--- src/shmm_pkg.sv ---
`default_nettype none

package shmm_pkg;

  localparam int HISTORY_DEPTH  = 128;
  localparam int SAMPLE_W       = 10;
  localparam int CENTI_W        = 13;
  localparam int COUNT_W        = 8;
  localparam int FULL_SCALE_IN  = 1023;
  localparam int FULL_SCALE_OUT = 7000;

  // 1023 is one below a power of two, so x/1023 ~ (x + x/1024) / 1024
  localparam int RECIP_SH = $clog2(FULL_SCALE_IN + 1);

  localparam int IDX_W  = $clog2(HISTORY_DEPTH);
  localparam int FILL_W = $clog2(HISTORY_DEPTH + 1);
  localparam int SUM_W  = $clog2(HISTORY_DEPTH * FULL_SCALE_OUT + 1);
  localparam int PROD_W = $clog2(((2 ** SAMPLE_W) - 1) * FULL_SCALE_OUT + 1);

  typedef logic [SAMPLE_W-1:0] sample_t;
  typedef logic [CENTI_W-1:0]  centi_t;
  typedef logic [COUNT_W-1:0]  count_t;
  typedef logic [FILL_W-1:0]   fill_t;
  typedef logic [IDX_W-1:0]    idx_t;
  typedef logic [SUM_W-1:0]    sum_t;

  typedef struct packed {
    logic shift;
    logic rotate;
  } cell_ctrl_t;

endpackage

`default_nettype wire

--- src/shmm_cell.sv ---
`default_nettype none

module shmm_cell (
  input  logic                clk,
  input  logic                rst,
  input  shmm_pkg::cell_ctrl_t ctrl,
  input  shmm_pkg::centi_t    shift_in,
  input  shmm_pkg::centi_t    rot_in,
  output shmm_pkg::centi_t    value
);
  import shmm_pkg::*;

  // shift pushes toward the old end, rotate walks the ring toward cell 0
  always_ff @(posedge clk) begin
    if (rst) begin
      value <= '0;
    end else if (ctrl.shift) begin
      value <= shift_in;
    end else if (ctrl.rotate) begin
      value <= rot_in;
    end
  end

endmodule

`default_nettype wire

--- src/shmm_div.sv ---
`default_nettype none

module shmm_div (
  input  logic             clk,
  input  logic             rst,
  input  logic             start,
  input  shmm_pkg::sum_t   dividend,
  input  shmm_pkg::fill_t  divisor,
  output logic             done,
  output shmm_pkg::sum_t   quotient
);
  import shmm_pkg::*;

  localparam int STEP_W = $clog2(SUM_W + 1);

  logic              running;
  logic [STEP_W-1:0] steps;
  fill_t             rem;
  fill_t             dsr;
  logic [FILL_W:0]   trial;
  logic [FILL_W:0]   diff;
  logic              ge;

  // restoring division, one quotient bit per cycle
  assign trial = {rem, quotient[SUM_W-1]};
  assign diff  = trial - {1'b0, dsr};
  assign ge    = (trial >= {1'b0, dsr});

  always_ff @(posedge clk) begin
    if (rst) begin
      running <= 1'b0;
      done    <= 1'b0;
      steps   <= '0;
    end else begin
      done <= 1'b0;
      if (start) begin
        running <= 1'b1;
        steps   <= STEP_W'(SUM_W);
      end else if (running) begin
        steps <= steps - 1'b1;
        if (steps == STEP_W'(1)) begin
          running <= 1'b0;
          done    <= 1'b1;
        end
      end
    end
  end

  always_ff @(posedge clk) begin
    if (start) begin
      quotient <= dividend;
      rem      <= '0;
      dsr      <= divisor;
    end else if (running) begin
      quotient <= {quotient[SUM_W-2:0], ge};
      rem      <= ge ? diff[FILL_W-1:0] : trial[FILL_W-1:0];
    end
  end

endmodule

`default_nettype wire

--- src/sensor_history_min_max_mean_core.sv ---
`default_nettype none

// channel   signals                               dir  role
// in        in_valid in_ready adc_sample          in   raw converter word
// out       out_valid out_ready *_centi stored_c  out  one result word per input word
// cfg       cfg_valid cfg_ready average_count     in   mean length, always ready
//
// each input word passes through S_MUL, S_EST, S_FIX, S_INS, S_ROT, S_DIVST and S_DIV
// before its result word leaves, and the next input word is taken only after that:
// S_MUL to S_INS scale and insert, the cell ring then rotates once around all
// HISTORY_DEPTH cells to sum and find the oldest entry, then a bit-serial
// divider works out the mean, with S_DIVST to start it and S_DIV to load the output once it is free.
// reset clears the ring at once.
// a waiting result in the output register does not block the next input word.

module sensor_history_min_max_mean_core (
  input  logic              clk,
  input  logic              rst,
  input  logic              in_valid,
  output logic              in_ready,
  input  shmm_pkg::sample_t adc_sample,
  output logic              out_valid,
  input  logic              out_ready,
  output shmm_pkg::centi_t  temperature_centi,
  output shmm_pkg::centi_t  mean_centi,
  output shmm_pkg::centi_t  maximum_centi,
  output shmm_pkg::centi_t  minimum_centi,
  output shmm_pkg::centi_t  oldest_centi,
  output shmm_pkg::count_t  stored_count,
  input  logic              cfg_valid,
  output logic              cfg_ready,
  input  shmm_pkg::count_t  average_count
);
  import shmm_pkg::*;

  localparam logic [2:0] S_IDLE  = 3'd0;
  localparam logic [2:0] S_MUL   = 3'd1;
  localparam logic [2:0] S_EST   = 3'd2;
  localparam logic [2:0] S_FIX   = 3'd3;
  localparam logic [2:0] S_INS   = 3'd4;
  localparam logic [2:0] S_ROT   = 3'd5;
  localparam logic [2:0] S_DIVST = 3'd6;
  localparam logic [2:0] S_DIV   = 3'd7;

  logic [2:0]                state;
  logic                      out_pend;
  count_t                    avg_reg;
  fill_t                     avg_n;
  sample_t                   sample_r;
  logic [PROD_W-1:0]         prod;
  logic [PROD_W:0]           est_sum;
  logic [PROD_W-RECIP_SH:0]  q_est;
  logic [PROD_W:0]           rem_fix;
  centi_t                    temp_r;
  centi_t                    max_r;
  centi_t                    min_r;
  centi_t                    oldest_r;
  centi_t                    mean_r;
  fill_t                     fill;
  idx_t                      k;
  sum_t                      sum;
  cell_ctrl_t                cell_ctrl;
  centi_t                    cell_val [HISTORY_DEPTH];
  logic                      div_done;
  sum_t                      div_q;
  logic                      in_acc;
  logic                      out_load;

  assign in_ready  = (state == S_IDLE);
  assign cfg_ready = 1'b1;
  assign in_acc    = in_valid && in_ready;

  // average count saturates at the history depth
  always_comb begin
    if (32'(avg_reg) > HISTORY_DEPTH) begin
      avg_n = FILL_W'(HISTORY_DEPTH);
    end else begin
      avg_n = FILL_W'(avg_reg);
    end
  end

  assign est_sum = {1'b0, prod} + (PROD_W+1)'(prod >> RECIP_SH);
  assign rem_fix = {1'b0, prod} - {q_est, {RECIP_SH{1'b0}}} + (PROD_W+1)'(q_est);

  assign cell_ctrl.shift  = (state == S_INS);
  assign cell_ctrl.rotate = (state == S_ROT);

  for (genvar i = 0; i < HISTORY_DEPTH; i++) begin : g_cell
    if (i == 0) begin : g_head
      shmm_cell u_cell (
        .clk      (clk),
        .rst      (rst),
        .ctrl     (cell_ctrl),
        .shift_in (temp_r),
        .rot_in   (cell_val[(i + 1) % HISTORY_DEPTH]),
        .value    (cell_val[i])
      );
    end else begin : g_body
      shmm_cell u_cell (
        .clk      (clk),
        .rst      (rst),
        .ctrl     (cell_ctrl),
        .shift_in (cell_val[i-1]),
        .rot_in   (cell_val[(i + 1) % HISTORY_DEPTH]),
        .value    (cell_val[i])
      );
    end
  end

  shmm_div u_div (
    .clk      (clk),
    .rst      (rst),
    .start    (state == S_DIVST),
    .dividend (sum),
    .divisor  (avg_n),
    .done     (div_done),
    .quotient (div_q)
  );

  assign out_load = (state == S_DIV) && out_pend && (!out_valid || out_ready);

  always_ff @(posedge clk) begin
    if (rst) begin
      state     <= S_IDLE;
      out_valid <= 1'b0;
      out_pend  <= 1'b0;
      avg_reg   <= count_t'(1);
      fill      <= '0;
      max_r     <= '0;
      min_r     <= centi_t'(FULL_SCALE_OUT);
      k         <= '0;
    end else begin
      if (cfg_valid && cfg_ready) begin
        avg_reg <= average_count;
      end
      if (out_valid && out_ready) begin
        out_valid <= 1'b0;
      end
      unique case (state)
        S_IDLE: begin
          if (in_acc) begin
            state <= S_MUL;
          end
        end
        S_MUL:   state <= S_EST;
        S_EST:   state <= S_FIX;
        S_FIX:   state <= S_INS;
        S_INS: begin
          if (fill < FILL_W'(HISTORY_DEPTH)) begin
            fill <= fill + 1'b1;
          end
          if (temp_r > max_r) begin
            max_r <= temp_r;
          end
          if (temp_r < min_r) begin
            min_r <= temp_r;
          end
          k     <= '0;
          state <= S_ROT;
        end
        S_ROT: begin
          k <= k + 1'b1;
          if (k == IDX_W'(HISTORY_DEPTH - 1)) begin
            state <= S_DIVST;
          end
        end
        S_DIVST: state <= S_DIV;
        S_DIV: begin
          if (div_done) begin
            out_pend <= 1'b1;
          end
          if (out_load) begin
            out_valid <= 1'b1;
            out_pend  <= 1'b0;
            state     <= S_IDLE;
          end
        end
        default: state <= S_IDLE;
      endcase
    end
  end

  always_ff @(posedge clk) begin
    if (in_acc) begin
      sample_r <= adc_sample;
    end
    if (state == S_MUL) begin
      prod <= PROD_W'(sample_r) * PROD_W'(FULL_SCALE_OUT);
    end
    if (state == S_EST) begin
      q_est <= est_sum[PROD_W:RECIP_SH];
    end
    // estimate is low by at most one
    if (state == S_FIX) begin
      if (rem_fix >= (PROD_W+1)'(FULL_SCALE_IN)) begin
        temp_r <= CENTI_W'(q_est + 1'b1);
      end else begin
        temp_r <= CENTI_W'(q_est);
      end
    end
    if (state == S_INS) begin
      sum <= '0;
    end
    // cell 0 holds history entry k during the rotation
    if (state == S_ROT) begin
      if (FILL_W'(k) < avg_n) begin
        sum <= sum + SUM_W'(cell_val[0]);
      end
      if (FILL_W'(k) == fill - 1'b1) begin
        oldest_r <= cell_val[0];
      end
    end
    if (state == S_DIV && div_done) begin
      mean_r <= (avg_n == '0) ? '0 : CENTI_W'(div_q);
    end
    if (out_load) begin
      temperature_centi <= temp_r;
      mean_centi        <= mean_r;
      maximum_centi     <= max_r;
      minimum_centi     <= min_r;
      oldest_centi      <= oldest_r;
      stored_count      <= COUNT_W'(fill);
    end
  end

  a_fill_bound: assert property (@(posedge clk) disable iff (rst)
    fill <= FILL_W'(HISTORY_DEPTH))
    else $error("fill count beyond history depth");

  a_min_le_max: assert property (@(posedge clk) disable iff (rst)
    (fill != '0) |-> (min_r <= max_r))
    else $error("running minimum above running maximum");

  a_mean_range: assert property (@(posedge clk) disable iff (rst)
    out_load |-> (mean_r <= centi_t'(FULL_SCALE_OUT)))
    else $error("mean out of range");

  a_accept_start: assert property (@(posedge clk) disable iff (rst)
    in_acc |=> (state == S_MUL))
    else $error("accepted word did not start processing");

endmodule

`default_nettype wire
--- config.mk ---
export PLATFORM = sky130hd
export DESIGN_NAME = sensor_history_min_max_mean_core
export DESIGN_NICKNAME = d
export VERILOG_FILES = /design/src/shmm_pkg.sv /design/src/shmm_cell.sv /design/src/shmm_div.sv /design/src/sensor_history_min_max_mean_core.sv
export SDC_FILE = /design/constraint.sdc
export NUM_CORES = 2
export LEC_CHECK = 0
export ABC_AREA = 1
export BUFFER_PORTS_ARGS = -buffer_cell sky130_fd_sc_hd__clkbuf_2
export CAP_MARGIN = 40
export CORE_UTILIZATION = 64
export CTS_BUF_LIST = sky130_fd_sc_hd__clkbuf_4 sky130_fd_sc_hd__clkbuf_8 sky130_fd_sc_hd__clkbuf_16
export DETAILED_ROUTE_END_ITERATION = 10
export MAX_ROUTING_LAYER = met4
export PLACE_DENSITY = 0.83
export SYNTH_ARGS = -nofsm -noshare
export SYNTH_HDL_FRONTEND = slang
export SYNTH_SLANG_ARGS = --single-unit
--- constraint.sdc ---
create_clock -name clk -period 11.2 [get_ports clk]
set_clock_uncertainty 0.05 [all_clocks]
set_input_delay 3.36 -clock clk [delete_from_list [all_inputs] [get_ports clk]]
set_output_delay 3.36 -clock clk [all_outputs]
set_load 0.005 [all_outputs]
==> metrics.cfg <==
[yosys]
synth-edff-count=184
syn-mean-instance-area_sq_um=7.02
synth-seq-area-share_pct=45.3
synth_async_sr_flop_share_pct=0
yosysTopAreaCellShare_pct=39.1
yosys.cell_types.count=52
synth_fp_nets=13000
postSynth.topFlopCell=sky130_fd_sc_hd__dfxtp_1
mappedNetlistArea_sq_mm=0.0897
synth.most_common_cell=sky130_fd_sc_hd__nor2_1
synth_top_area_cell=sky130_fd_sc_hd__dfxtp_1
yosys_warnings=0
postSynthCellCount=12800
yosys-top-cells-area=sky130_fd_sc_hd__dfxtp_1, sky130_fd_sc_hd__nor2_1, sky130_fd_sc_hd__a21oi_1, sky130_fd_sc_hd__o21ai_0, sky130_fd_sc_hd__nand2_1
yosys_register_bits=1937
synth_common_cells=sky130_fd_sc_hd__nor2_1, sky130_fd_sc_hd__nand2_1, sky130_fd_sc_hd__a21oi_1, sky130_fd_sc_hd__o21ai_0, sky130_fd_sc_hd__dfxtp_1

[global_routing]
initial_antenna_violation_count=4
grt_util_all_layers_pct=27.4
grt_pass1_wl_mm=329
grt_start_max_net_pins=293
grt_overflow=0
first_global_vias=69900

[routing]
detailedRoute.firstPassIterationCount=6
drcViolationCount=0
detail_route.iter0.violations=8171
avgViaCountPerCell=5.57
dr_total_vias=79400
finalWirelength_mm=196
wl_per_cell_um=13.8
drt.antenna.violating_nets=0

[run_status]
status=completed

[clock_network]
clock_sink_count=1937
cts_setup_buffers=0
clock_tree_from_tritoncts=yes
total_clock_buffers_created_by_cts=192
cts_repair_resize_count=0
path_clk_slew_ps=60
insertion_delay_ps=820
htree_levels=4
cts.hold.buffers_added=0
clock_path_buffers=3
clk_root_buffer_cell=sky130_fd_sc_hd__clkbuf_16

[setup_path]
worst-r2r-setup-slack_ps=6180
required_ps=7790
crit_path_start_kind=flip-flop
critPathKind=flip-flop to output pin
cpMaxStageDelayCell=sky130_fd_sc_hd__nor2_1
critical_path.top_delay_family=buffers and inverters
critPathMostFrequentCell=sky130_fd_sc_hd__inv_1
data_arrival_at_the_endpoint_of_the_critical_path_ps=2130
critical_path.endpoint_type=output pin
worstPathMaxFanout=3
crit_buf_inv=3
worstPathCellList=inv_1 > ha_1 > inv_1 > nor2_1 > clkbuf_2
critical_path.max_stage_delay_ps=370

[floorplanning]
num_io_pins=99
die_width_um=376
floorplan.initialDensity_pct=64.4
floorplan.die.height_um=376
design.core.area_sq_mm=0.139
die_area_sq_mm=0.142
rows=137

[sta]
fin_setup_tns_ps=0
slew_headroom_pct=13.4
report.final.slew_viol_count=0
clock.fmax_ghz=0.181
rsz0062_at_grt=false
report.final.hold_viol_count=0
layout_worst_path_cycle_share_pct=49.4
timing_worst_slew_pin_value_ps=1300
setup_viol=0
fin_crit_ps=5540

[worst_hold_path]
worst_hold_path_type=flip-flop to flip-flop

[final_layout]
layoutNonFillerInstCount=14200
largest-register=g_cell.g_body.u_cell.value
p_r_area_growth_vs_syn_pct=7.52
post_route_cells_drive_above_1_share_pct=4.83
largest_register_ffs=1651
num-nets-final=12400

[placement]
place_inst=13900
port_buffers=97
globalplace.congestion=0.910
dp.final_hpwl_mm=115

[power_and_ir_drop]
power_per_cell_area_mw_per_mm2=246
leakagePower_uw=0.0323
ir_worst_vdd_v=0.000342

[job]
maxCapViolCount=0

==> cell families after synthesis <==
kind of cell	synth area share (%)
buffers and inverters	6.33
XOR/XNOR	0.693
adder cells (fa/ha/maj)	3.32
AND/OR/NAND/NOR	23.7
flip-flops	45.3
other	0.00418
AO/OA/AOI/OAI	20.7
==> cell usage in the layout, fill, tap and decap left out, types with 4 or more instances in the layout <==
cell | synthesis | routed
sky130_fd_sc_hd__nor2_1 | 3263 | 3262
sky130_fd_sc_hd__edfxtp_1 | 184 | 184
sky130_fd_sc_hd__dfxtp_1 | 1753 | 1753
sky130_fd_sc_hd__inv_1 | 392 | 391
sky130_fd_sc_hd__o21ai_1 | 5 | 5
sky130_fd_sc_hd__nand2_1 | 2073 | 2072
sky130_fd_sc_hd__clkinv_2 | 0 | 37
sky130_fd_sc_hd__clkbuf_8 | 0 | 51
sky130_fd_sc_hd__a31oi_1 | 6 | 6
sky130_fd_sc_hd__nand4_1 | 23 | 23
sky130_fd_sc_hd__o21ai_0 | 1777 | 1777
sky130_fd_sc_hd__a21oi_1 | 1814 | 1814
sky130_fd_sc_hd__bufinv_16 | 0 | 14
sky130_fd_sc_hd__nand3_2 | 10 | 10
sky130_fd_sc_hd__nor2_4 | 6 | 8
sky130_fd_sc_hd__inv_6 | 0 | 7
sky130_fd_sc_hd__buf_12 | 0 | 22
sky130_fd_sc_hd__fa_1 | 37 | 37
sky130_fd_sc_hd__clkbuf_2 | 0 | 96
sky130_fd_sc_hd__nand3b_1 | 8 | 8
sky130_fd_sc_hd__clkbuf_4 | 0 | 32
sky130_fd_sc_hd__buf_16 | 0 | 19
sky130_fd_sc_hd__ha_1 | 179 | 179
sky130_fd_sc_hd__nand2_2 | 16 | 16
sky130_fd_sc_hd__clkinv_1 | 3 | 10
sky130_fd_sc_hd__inv_2 | 14 | 14
sky130_fd_sc_hd__nor4_1 | 4 | 4
sky130_fd_sc_hd__a21o_1 | 5 | 5
sky130_fd_sc_hd__nand3_1 | 77 | 77
sky130_fd_sc_hd__nor3_1 | 23 | 23
sky130_fd_sc_hd__xor2_1 | 56 | 56
sky130_fd_sc_hd__o211ai_1 | 48 | 48
sky130_fd_sc_hd__buf_4 | 2 | 46
sky130_fd_sc_hd__nor2_2 | 7 | 6
sky130_fd_sc_hd__xnor2_1 | 15 | 15
sky130_fd_sc_hd__clkbuf_16 | 0 | 198
==> metal layers <==
metal / vias up / global-route usage, % / wire length [um]
li1: 40500 / - / -
met1: 36700 / 36.8 / 90500
met2: 1767 / 43.5 / 91900
met3: 321 / 3.68 / 9320
met4: 0 / 7.46 / 4290
met5: - / - / 0
==> path summary, 6_finish.rpt <==
check | start | end | cells after the start
worst max-delay path | state[1]$_SDFFE_PP0P_ | in_ready | 5
worst min-delay path | mean_r[4]$_SDFFCE_PN0P_ | mean_centi[4]$_DFFE_PP_ | 0
worst max register to register | state[1]$_SDFFE_PP0P_ | g_cell[104].g_body.u_cell.value[7]$_SDFFE_PP0P_ | 13
worst min register to register | mean_r[4]$_SDFFCE_PN0P_ | mean_centi[4]$_DFFE_PP_ | 0
==> metrics by stage <==
step,hold WS [ps],total power (uW),instance area (sq um),utilization [%],worst slack [ps]
finish,364,23700,96500,69.2,5660
global route,372,25300,96500,69.2,5530
CTS,365,23800,96400,69.2,5620
detailed placement,355,17100,89700,64.4,5290
global placement,358,16700,89200,64.0,5300
floorplan,350,15300,89700,-,1300
==> where the power goes <==
group / total (uW) / switching, uW / internal, uW / leakage [uW]
combinational: 8600 / 5840 / 2760 / 0.0131
clock: 6680 / 2710 / 3970 / 0.00338
sequential: 8450 / 576 / 7870 / 0.0158
==> worst register-to-register path: cells and delay by family (launching register included) <==
kind / cells / cell delay [ps]
AO/OA/AOI/OAI: 2 / 180
adder cells (fa/ha/maj): 1 / 260
buffers and inverters: 7 / 3560
flip-flops: 1 / 350
AND/OR/NAND/NOR: 3 / 490
==> cell type report <==
type	instances	area (sq um)
Sequential cell	1937	40600
Antenna cell	3	7.51
Fill cell	11000	42900
Clock inverter	74	810
Clock buffer	281	5900
Inverter	410	1550
Tap cell	1876	2350
Timing Repair Buffer	184	1790
Multi-Input combinational cell	9484	43400
(Power assumes the default switching activity.)
